--- src/rtl/wtdb_pkg.sv ---
// ----------------------------------------------------------------------------
// wtdb_pkg
// Types and constants shared by the transmit descriptor builder.
// ----------------------------------------------------------------------------
`default_nettype none

package wtdb_pkg;

  typedef enum logic [1:0] {
    ST_OK          = 2'd0,
    ST_MALFORMED   = 2'd1,
    ST_INVALID     = 2'd2,
    ST_UNSUPPORTED = 2'd3
  } status_e;

  // configuration register indexes
  typedef enum logic [2:0] {
    REG_EP_COUNT  = 3'd0,
    REG_EP_HIGH   = 3'd1,
    REG_EP_NORMAL = 3'd2,
    REG_EP_LOW    = 3'd3,
    REG_MIN_HDR   = 3'd4,
    REG_MAX_KEY   = 3'd5
  } reg_idx_e;

  localparam int unsigned DescWords = 8;

  localparam logic [4:0]  QueueBestEffort = 5'h00;
  localparam logic [4:0]  QueueMgmt       = 5'h12;
  localparam logic [31:0] DescIdEnable    = 32'h0020_0000;
  localparam logic [31:0] SecTkip         = 32'h0040_0000;
  localparam logic [31:0] SecAes          = 32'h00c0_0000;
  localparam logic [31:0] AggBreak        = 32'h0001_0000;
  localparam logic [31:0] AntA            = 32'h0100_0000;
  localparam logic [31:0] AntB            = 32'h0200_0000;
  localparam logic [31:0] AntC            = 32'h2000_0000;
  localparam logic [31:0] DriverRate      = 32'h0000_0100;
  localparam logic [31:0] DataFallback    = 32'h0001_ff00;
  localparam logic [31:0] RetryEnable     = 32'h0002_0000;
  localparam logic [31:0] MgmtRetries     = 32'h0018_0000; // 6 << 18
  localparam logic [7:0]  RateTableBg     = 8'd4;
  localparam logic [7:0]  RateTableB      = 8'd6;
  localparam logic [7:0]  DescBytes       = 8'd32;
  localparam logic [7:0]  Word0Flags      = 8'h8c;

  typedef struct packed {
    status_e                     status;
    logic [4:0]                  queue;
    logic [7:0]                  endpoint;
    logic [DescWords-1:0][31:0]  words;
  } desc_t;

endpackage

`default_nettype wire

--- src/rtl/wifi_tx_descriptor_builder.sv ---
// ----------------------------------------------------------------------------
// wifi_tx_descriptor_builder
// Checks a frame request and emits its 32-byte transmit descriptor.
// ----------------------------------------------------------------------------
//  channel  | handshake              | payload
//  ---------+------------------------+------------------------------------------
//  input    | in_valid_i/in_ready_o  | frame fields, one word per frame
//  result   | out_valid_o/out_ready_i| status, index, dword, queue, ep, last
//  config   | cfg_we_i               | cfg_index_i, cfg_data_i, no wait
//
//  A frame gives eight result words (one on a failed check), one per cycle
//  while out_ready_i holds; the result channel sets the sustained frame rate.
//  Input register feeds the descriptor buffer; a second frame is held
//  in the input register while the buffer drains, so no bubble between frames.
//  Reset clears valids and loads the register defaults; no clearing pass.
//  Output stalls hold the current word and back up into in_ready_o.
// ----------------------------------------------------------------------------
`default_nettype none

module wifi_tx_descriptor_builder (
  input  logic               clk_i,
  input  logic               rst_ni,
  input  logic               cfg_we_i,
  input  logic [2:0]         cfg_index_i,
  input  logic [7:0]         cfg_data_i,
  input  logic               in_valid_i,
  output logic               in_ready_o,
  input  logic [15:0]        frame_length_i,
  input  logic [15:0]        frame_ctrl_i,
  input  logic               receiver_group_i,
  input  logic [11:0]        seq_num_i,
  input  logic signed [5:0]  key_slot_i,
  input  logic [1:0]         cipher_kind_i,
  output logic               out_valid_o,
  input  logic               out_ready_i,
  output logic [1:0]         status_o,
  output logic [2:0]         word_index_o,
  output logic [31:0]        descriptor_word_o,
  output logic [4:0]         queue_id_o,
  output logic [7:0]         endpoint_o,
  output logic               last_o
);
  import wtdb_pkg::*;

  logic [3:0] ep_count_q;
  logic [7:0] ep_high_q, ep_normal_q, ep_low_q, min_hdr_q;
  logic [4:0] max_key_q;

  always_ff @(posedge clk_i or negedge rst_ni) begin
    if (!rst_ni) begin
      ep_count_q  <= 4'd1;
      ep_high_q   <= 8'd0;
      ep_normal_q <= 8'd0;
      ep_low_q    <= 8'd0;
      min_hdr_q   <= 8'd24;
      max_key_q   <= 5'd3;
    end else if (cfg_we_i) begin
      unique case (cfg_index_i)
        REG_EP_COUNT:  ep_count_q  <= cfg_data_i[3:0];
        REG_EP_HIGH:   ep_high_q   <= cfg_data_i;
        REG_EP_NORMAL: ep_normal_q <= cfg_data_i;
        REG_EP_LOW:    ep_low_q    <= cfg_data_i;
        REG_MIN_HDR:   min_hdr_q   <= cfg_data_i;
        REG_MAX_KEY:   max_key_q   <= cfg_data_i[4:0];
        default: ;
      endcase
    end
  end

  // input register
  logic              s1_valid_q, s1_valid_d;
  logic [15:0]       len_q, fc_q;
  logic              grp_q;
  logic [11:0]       seq_q;
  logic signed [5:0] key_q;
  logic [1:0]        cipher_q;

  logic  busy, done, advance;
  desc_t desc;

  assign advance    = s1_valid_q && (!busy || done);
  assign in_ready_o = !s1_valid_q || advance;

  always_comb begin
    s1_valid_d = s1_valid_q;
    if (advance) begin
      s1_valid_d = 1'b0;
    end
    if (in_valid_i && in_ready_o) begin
      s1_valid_d = 1'b1;
    end
  end

  always_ff @(posedge clk_i or negedge rst_ni) begin
    if (!rst_ni) begin
      s1_valid_q <= 1'b0;
    end else begin
      s1_valid_q <= s1_valid_d;
    end
  end

  always_ff @(posedge clk_i) begin
    if (in_valid_i && in_ready_o) begin
      len_q    <= frame_length_i;
      fc_q     <= frame_ctrl_i;
      grp_q    <= receiver_group_i;
      seq_q    <= seq_num_i;
      key_q    <= key_slot_i;
      cipher_q <= cipher_kind_i;
    end
  end

  wtdb_build u_build (
    .frame_length_i     (len_q),
    .frame_ctrl_i       (fc_q),
    .receiver_group_i   (grp_q),
    .seq_num_i          (seq_q),
    .key_slot_i         (key_q),
    .cipher_kind_i      (cipher_q),
    .endpoint_count_i   (ep_count_q),
    .endpoint_high_i    (ep_high_q),
    .endpoint_normal_i  (ep_normal_q),
    .endpoint_low_i     (ep_low_q),
    .min_header_bytes_i (min_hdr_q),
    .max_key_slot_i     (max_key_q),
    .desc_o             (desc)
  );

  wtdb_serial u_serial (
    .clk_i             (clk_i),
    .rst_ni            (rst_ni),
    .load_i            (advance),
    .desc_i            (desc),
    .busy_o            (busy),
    .done_o            (done),
    .out_valid_o       (out_valid_o),
    .out_ready_i       (out_ready_i),
    .status_o          (status_o),
    .word_index_o      (word_index_o),
    .descriptor_word_o (descriptor_word_o),
    .queue_id_o        (queue_id_o),
    .endpoint_o        (endpoint_o),
    .last_o            (last_o)
  );

  a_ready_when_empty : assert property (@(posedge clk_i) disable iff (!rst_ni)
    !s1_valid_q |-> in_ready_o)
    else $error("input stalled with empty register");

  a_held_word : assert property (@(posedge clk_i) disable iff (!rst_ni)
    s1_valid_q && !advance |=> s1_valid_q && $stable(len_q) && $stable(seq_q))
    else $error("held word lost");

  a_load_shows : assert property (@(posedge clk_i) disable iff (!rst_ni)
    advance |=> out_valid_o && word_index_o == 3'd0)
    else $error("loaded descriptor not presented");

endmodule

`default_nettype wire

--- src/rtl/wtdb_build.sv ---
// ----------------------------------------------------------------------------
// wtdb_build
// Frame checks, queue and endpoint choice and descriptor assembly.
// ----------------------------------------------------------------------------
`default_nettype none

module wtdb_build (
  input  logic [15:0]        frame_length_i,
  input  logic [15:0]        frame_ctrl_i,
  input  logic               receiver_group_i,
  input  logic [11:0]        seq_num_i,
  input  logic signed [5:0]  key_slot_i,
  input  logic [1:0]         cipher_kind_i,
  input  logic [3:0]         endpoint_count_i,
  input  logic [7:0]         endpoint_high_i,
  input  logic [7:0]         endpoint_normal_i,
  input  logic [7:0]         endpoint_low_i,
  input  logic [7:0]         min_header_bytes_i,
  input  logic [4:0]         max_key_slot_i,
  output wtdb_pkg::desc_t    desc_o
);
  import wtdb_pkg::*;

  logic [1:0]  ftype;
  logic        sub_qos;
  logic        key_absent;
  logic        key_bad;
  logic        is_mgmt;
  logic        is_data;
  status_e     status;
  logic [4:0]  queue;
  logic [7:0]  endpoint;
  logic [31:0] sec_bits;
  logic [15:0] csum;
  logic [DescWords-1:0][31:0] w;

  assign ftype      = frame_ctrl_i[3:2];
  assign sub_qos    = frame_ctrl_i[7];
  assign key_absent = key_slot_i[5];
  // below -1, or above the largest slot
  assign key_bad    = key_absent ? (key_slot_i != -6'sd1)
                                 : (key_slot_i[4:0] > max_key_slot_i);
  assign is_mgmt    = (ftype == 2'd0);
  assign is_data    = (ftype == 2'd2) && !sub_qos;

  always_comb begin
    if ({8'd0, min_header_bytes_i} > frame_length_i) begin
      status = ST_MALFORMED;
    end else if (key_bad || (key_absent != (cipher_kind_i == 2'd0))) begin
      status = ST_INVALID;
    end else if (!is_mgmt && !is_data) begin
      status = ST_UNSUPPORTED;
    end else if (!key_absent && !is_data) begin
      status = ST_INVALID;
    end else if (!key_absent && (cipher_kind_i == 2'd3)) begin
      status = ST_UNSUPPORTED;
    end else begin
      status = ST_OK;
    end
  end

  assign queue = is_mgmt ? QueueMgmt : QueueBestEffort;

  always_comb begin
    if (is_mgmt || endpoint_count_i < 4'd2) begin
      endpoint = endpoint_high_i;
    end else if (endpoint_count_i == 4'd2) begin
      endpoint = endpoint_normal_i;
    end else begin
      endpoint = endpoint_low_i;
    end
  end

  always_comb begin
    sec_bits = '0;
    if (!key_absent) begin
      sec_bits = (cipher_kind_i == 2'd2) ? SecAes : SecTkip;
      if (receiver_group_i) begin
        sec_bits = sec_bits | DescIdEnable | {27'd0, key_slot_i[4:0]};
      end
    end
  end

  always_comb begin
    w[0] = {Word0Flags | {7'd0, receiver_group_i}, DescBytes, frame_length_i};
    w[1] = {8'd0, ((ftype == 2'd2) && !receiver_group_i) ? RateTableBg : RateTableB,
            3'd0, queue, 8'd0} | sec_bits;
    w[2] = AggBreak | AntA | AntB;
    w[3] = {4'd0, seq_num_i, 16'd0};
    w[4] = DriverRate;
    w[5] = is_mgmt ? (RetryEnable | MgmtRetries) : DataFallback;
    w[6] = '0;
    w[7] = AntC;
  end

  // XOR of all halfwords; word 7 low half is zero before the fold
  always_comb begin
    csum = '0;
    for (int i = 0; i < DescWords; i++) begin
      csum = csum ^ w[i][15:0] ^ w[i][31:16];
    end
  end

  always_comb begin
    desc_o.status   = status;
    desc_o.queue    = '0;
    desc_o.endpoint = '0;
    desc_o.words    = '0;
    if (status == ST_OK) begin
      desc_o.queue    = queue;
      desc_o.endpoint = endpoint;
      desc_o.words    = w;
      desc_o.words[7] = {w[7][31:16], csum};
    end
  end

endmodule

`default_nettype wire

--- src/rtl/wtdb_serial.sv ---
// ----------------------------------------------------------------------------
// wtdb_serial
// Descriptor buffer; shifts the words out one per accepted result.
// ----------------------------------------------------------------------------
`default_nettype none

module wtdb_serial (
  input  logic             clk_i,
  input  logic             rst_ni,
  input  logic             load_i,
  input  wtdb_pkg::desc_t  desc_i,
  output logic             busy_o,
  output logic             done_o,
  output logic             out_valid_o,
  input  logic             out_ready_i,
  output logic [1:0]       status_o,
  output logic [2:0]       word_index_o,
  output logic [31:0]      descriptor_word_o,
  output logic [4:0]       queue_id_o,
  output logic [7:0]       endpoint_o,
  output logic             last_o
);
  import wtdb_pkg::*;

  logic       valid_q, valid_d;
  logic [2:0] idx_q, idx_d;
  desc_t      desc_q, desc_d;
  logic       err;
  logic       take;

  assign err  = (desc_q.status != ST_OK);
  assign take = valid_q && out_ready_i;

  assign last_o            = err || (idx_q == 3'd7);
  assign out_valid_o       = valid_q;
  assign status_o          = desc_q.status;
  assign word_index_o      = idx_q;
  assign descriptor_word_o = desc_q.words[0];
  assign queue_id_o        = desc_q.queue;
  assign endpoint_o        = desc_q.endpoint;
  assign busy_o            = valid_q;
  assign done_o            = take && last_o;

  always_comb begin
    valid_d = valid_q;
    idx_d   = idx_q;
    desc_d  = desc_q;
    if (take) begin
      idx_d        = idx_q + 3'd1;
      desc_d.words = {32'd0, desc_q.words[DescWords-1:1]};
      if (last_o) begin
        valid_d = 1'b0;
      end
    end
    if (load_i) begin
      valid_d = 1'b1;
      idx_d   = '0;
      desc_d  = desc_i;
    end
  end

  always_ff @(posedge clk_i or negedge rst_ni) begin
    if (!rst_ni) begin
      valid_q <= 1'b0;
      idx_q   <= '0;
    end else begin
      valid_q <= valid_d;
      idx_q   <= idx_d;
    end
  end

  always_ff @(posedge clk_i) begin
    desc_q <= desc_d;
  end

  a_err_single : assert property (@(posedge clk_i) disable iff (!rst_ni)
    valid_q && err |-> last_o && idx_q == 3'd0 && descriptor_word_o == 32'd0)
    else $error("error word malformed");

  a_word_step : assert property (@(posedge clk_i) disable iff (!rst_ni)
    take && !last_o |=> valid_q && idx_q == $past(idx_q) + 3'd1
                        && status_o == $past(status_o))
    else $error("descriptor word sequence broken");

  a_no_overwrite : assert property (@(posedge clk_i) disable iff (!rst_ni)
    load_i |-> !valid_q || done_o)
    else $error("buffer loaded while busy");

endmodule

`default_nettype wire

--- config.mk ---
export PLATFORM = sky130hd
export DESIGN_NAME = wifi_tx_descriptor_builder
export DESIGN_NICKNAME = d
export VERILOG_FILES = /design/src/rtl/wtdb_pkg.sv /design/src/rtl/wifi_tx_descriptor_builder.sv /design/src/rtl/wtdb_build.sv /design/src/rtl/wtdb_serial.sv
export SDC_FILE = /design/constraint.sdc
export NUM_CORES = 1
export LEC_CHECK = 0
export BUFFER_PORTS_ARGS = -buffer_cell sky130_fd_sc_hd__buf_2
export CORE_AREA = 2 2 201 203
export DETAILED_ROUTE_END_ITERATION = 16
export DIE_AREA = 0 0 203 205
export GPL_ROUTABILITY_DRIVEN = 0
export GPL_TIMING_DRIVEN = 1
export PLACE_DENSITY = 0.69
export SLEW_MARGIN = 20
export SYNTH_ARGS = -nofsm -noshare
export SYNTH_HDL_FRONTEND = slang
export SYNTH_HIERARCHICAL = 1
export SYNTH_SLANG_ARGS = --single-unit
--- constraint.sdc ---
create_clock -name clk_i -period 5.68 [get_ports clk_i]
set_input_delay 0.568 -clock clk_i [delete_from_list [all_inputs] [get_ports clk_i]]
set_output_delay 0.568 -clock clk_i [all_outputs]
set_load 0.05 [all_outputs]
==> impl_metrics.csv <==
group,metric,value,unit
status,status,"completed",
placement,port_buffers,108,
drt,wl,29.6,mm
critical_path,arrival,3.83,ns
power_and_ir_drop,leakage,7.75,nW
floorplan,die_x,203,microns
finish,drive_gt1_share,39.1,%
synth,netlist_area,18300,sq um
critical_path,endpoint_kind,"register",
critical_path,cpMaxStageDelayCell,"buf_4",
clock_network,cts_root_buf,"clkbuf_16",
floorplan,die_h,205,microns
clock_network,insertion_delay,0.56,ns
timing,slew_viol_final,0,
placement,place_area,18100,sq um
placement,preCtsSetupSlack,2.06,ns
synth,yosys_warnings,6,
timing,finalClockSkew,0.0288,ns
critical_path,path_delay_family,"buffers and inverters",
power_and_ir_drop,power_density,575,nW/um^2
floorplan,coreArea,39400,sq um
hold_path,worstHoldPathType,"input pin to async pin",
clock_network,cts_hold_buf,0,
finish,fill_cells,3308,
clock_network,cts_sinks,357,
drt,drt.antenna.violating_nets,0,
finish,area_growth,5.97,%
clock_network,cts_buffer_depth,3,
critical_path,cp_cell_sequence,"ha_1, ha_1, or3_1, and2_1, inv_1, a21boi_4, buf_4, buf_4, mux2_2",
drt,drc,0,
floorplan,initial_core_util,46.6,%
finish,layout_commonest_cell,"edfxtp_1",
synth,syn_inst,1184,
grt,grt-ovfl-total,0,
timing,worst_slack,2.14,ns
clock_network,htreeDepth,2,
critical_path,path_class,"register to register",
clock_network,ctsResizeCount,0,
placement,dp_hpwl,18.4,mm
finish,mostFrequentLayoutCells,"edfxtp_1 (311), conb_1 (181), mux2_4 (140)",
grt,grt_pass1_wl,46.7,mm
run,drv_cap,0,
clock_network,path_clk_slew,0.06,ns
floorplan,io_pins,122,
timing,setup_viol,0,
drt,wl_per_cell,16.6,microns
critical_path,critPathMaxStageDelay,0.78,ns
synth,avgSynthCellArea,15.5,sq um
drt,firstDrtPassIters,5,
timing,rsz0062_at_grt,"false",
finish,fin_nets,1307,
power_and_ir_drop,ir_drop,0.379,mV
floorplan,design.die.area,41600,sq um
clock_network,cts_tree,"yes",
critical_path,cp_max_fo,53,
timing,finalSetupTns,0,ns
critical_path,reg2reg_from,"u_serial/word_index_o[0]",
grt,grt_util_all_layers,14.5,%
critical_path,crit_required,5.97,ns
drt,drt_iter0_markers,503,
grt,grt_pass1_vias,8729,
critical_path,crit_path_start,"u_serial/word_index_o[0]",
timing,finalCritPeriodShare,62.3,%
drt,drt-vias-per-instance,4.75,
floorplan,std_cell_rows,73,
clock_network,cts_setup_buffers,0,
grt,grt_max_degree,151,
grt,grt_antenna_before_repair,6,
finish,final_cell_area,19400,sq um
clock_network,cts_buffers,41,
timing,finalHoldViolations,0,
timing,relSlewSlack,29.8,%
timing,fin_crit,3.54,ns
drt,vias,8462,
timing,fmax,0.282,GHz
critical_path,start_kind,"register",
critical_path,path_buf_inv,3,
timing,worstMarginPinSlew,1.05,ns
## metal layers
layer	track usage, %	up-vias	part of all wire, %
li1	-	4014	-
met2	23.1	162	47
met4	5.24	8	2.6
met5	0	-	0.19
met3	3.87	61	5.6
met1	19.1	4217	45
## area by class of cell
type | instances | area, sq um | share of cell area (%)
Antenna cell | 2 | 5.00 | 0.0257
Clock buffer | 52 | 1090 | 5.60
Clock inverter | 22 | 253 | 1.30
Inverter | 16 | 60.1 | 0.309
Multi-Input combinational cell | 685 | 6220 | 32.0
Sequential cell | 357 | 10500 | 54.0
Tap cell | 525 | 657 | 3.38
Timing Repair Buffer | 122 | 661 | 3.40
## report_power, final
group | internal, W | switching, W | leakage (nW)
logic | 0.00166 | 0.00201 | 3.44
clock network | 0.00159 | 0.00103 | 0.651
registers | 0.00453 | 0.000376 | 3.65
total | 0.00778 | 0.00341 | 7.75
## through the flow
step	hold slack (ns)	total power [W]	util [%]	cells
5_1_grt	0.0290	0.0118	49.4	1780
3_3_place_gp	0.483	0.00852	45.9	1705
3_5_place_dp	0.491	0.00866	46.0	1705
4_1_cts	0.145	0.0113	49.4	1779
6_report	0.00774	0.0112	49.4	1781
2_1_floorplan	0.272	0.00832	-	1364
## state kept, by name (all words and copies together) (netlist names)
| name | flops |
|---|---|
| cipher_q | 2 |
| ep_count_q | 4 |
| ep_high_q | 8 |
| ep_low_q | 8 |
| ep_normal_q | 8 |
| fc_q | 3 |
| grp_q | 1 |
| key_q | 6 |
| len_q | 16 |
| max_key_q | 5 |
| min_hdr_q | 8 |
| s1_valid_q | 1 |
| seq_q | 12 |
| u_serial/busy_o | 1 |
| u_serial/desc_q | 224 |
| u_serial/descriptor_word_o | 32 |
| u_serial/endpoint_o | 8 |
| u_serial/queue_id_o | 5 |
| u_serial/status_o | 2 |
| u_serial/word_index_o | 3 |
## path summary, 6_finish.rpt
path	end	slack [ns]	cells past startpoint
min	ep_high_q[7]	0.008	1
max in group asynchronous	ep_count_q[2]	5.29	1
max reg2reg	u_serial/desc_q[56]	2.14	9
max	u_serial/desc_q[56]	2.14	9
min reg2reg	ep_normal_q[3]	0.50	1
min in group clk_i	seq_q[3]	0.18	1
## worst reg2reg max path: cells and delay by family, from the launching register on
family / cells / cell delay, ns
AO/OA/AOI/OAI: 1 / 0.31
adder cells (fa/ha/maj): 2 / 0.33
buffers and inverters: 3 / 1.52
flip-flops: 1 / 0.39
multiplexers: 1 / 0.44
AND/OR/NAND/NOR: 2 / 0.27
Power figures use the tool's default switching activity.
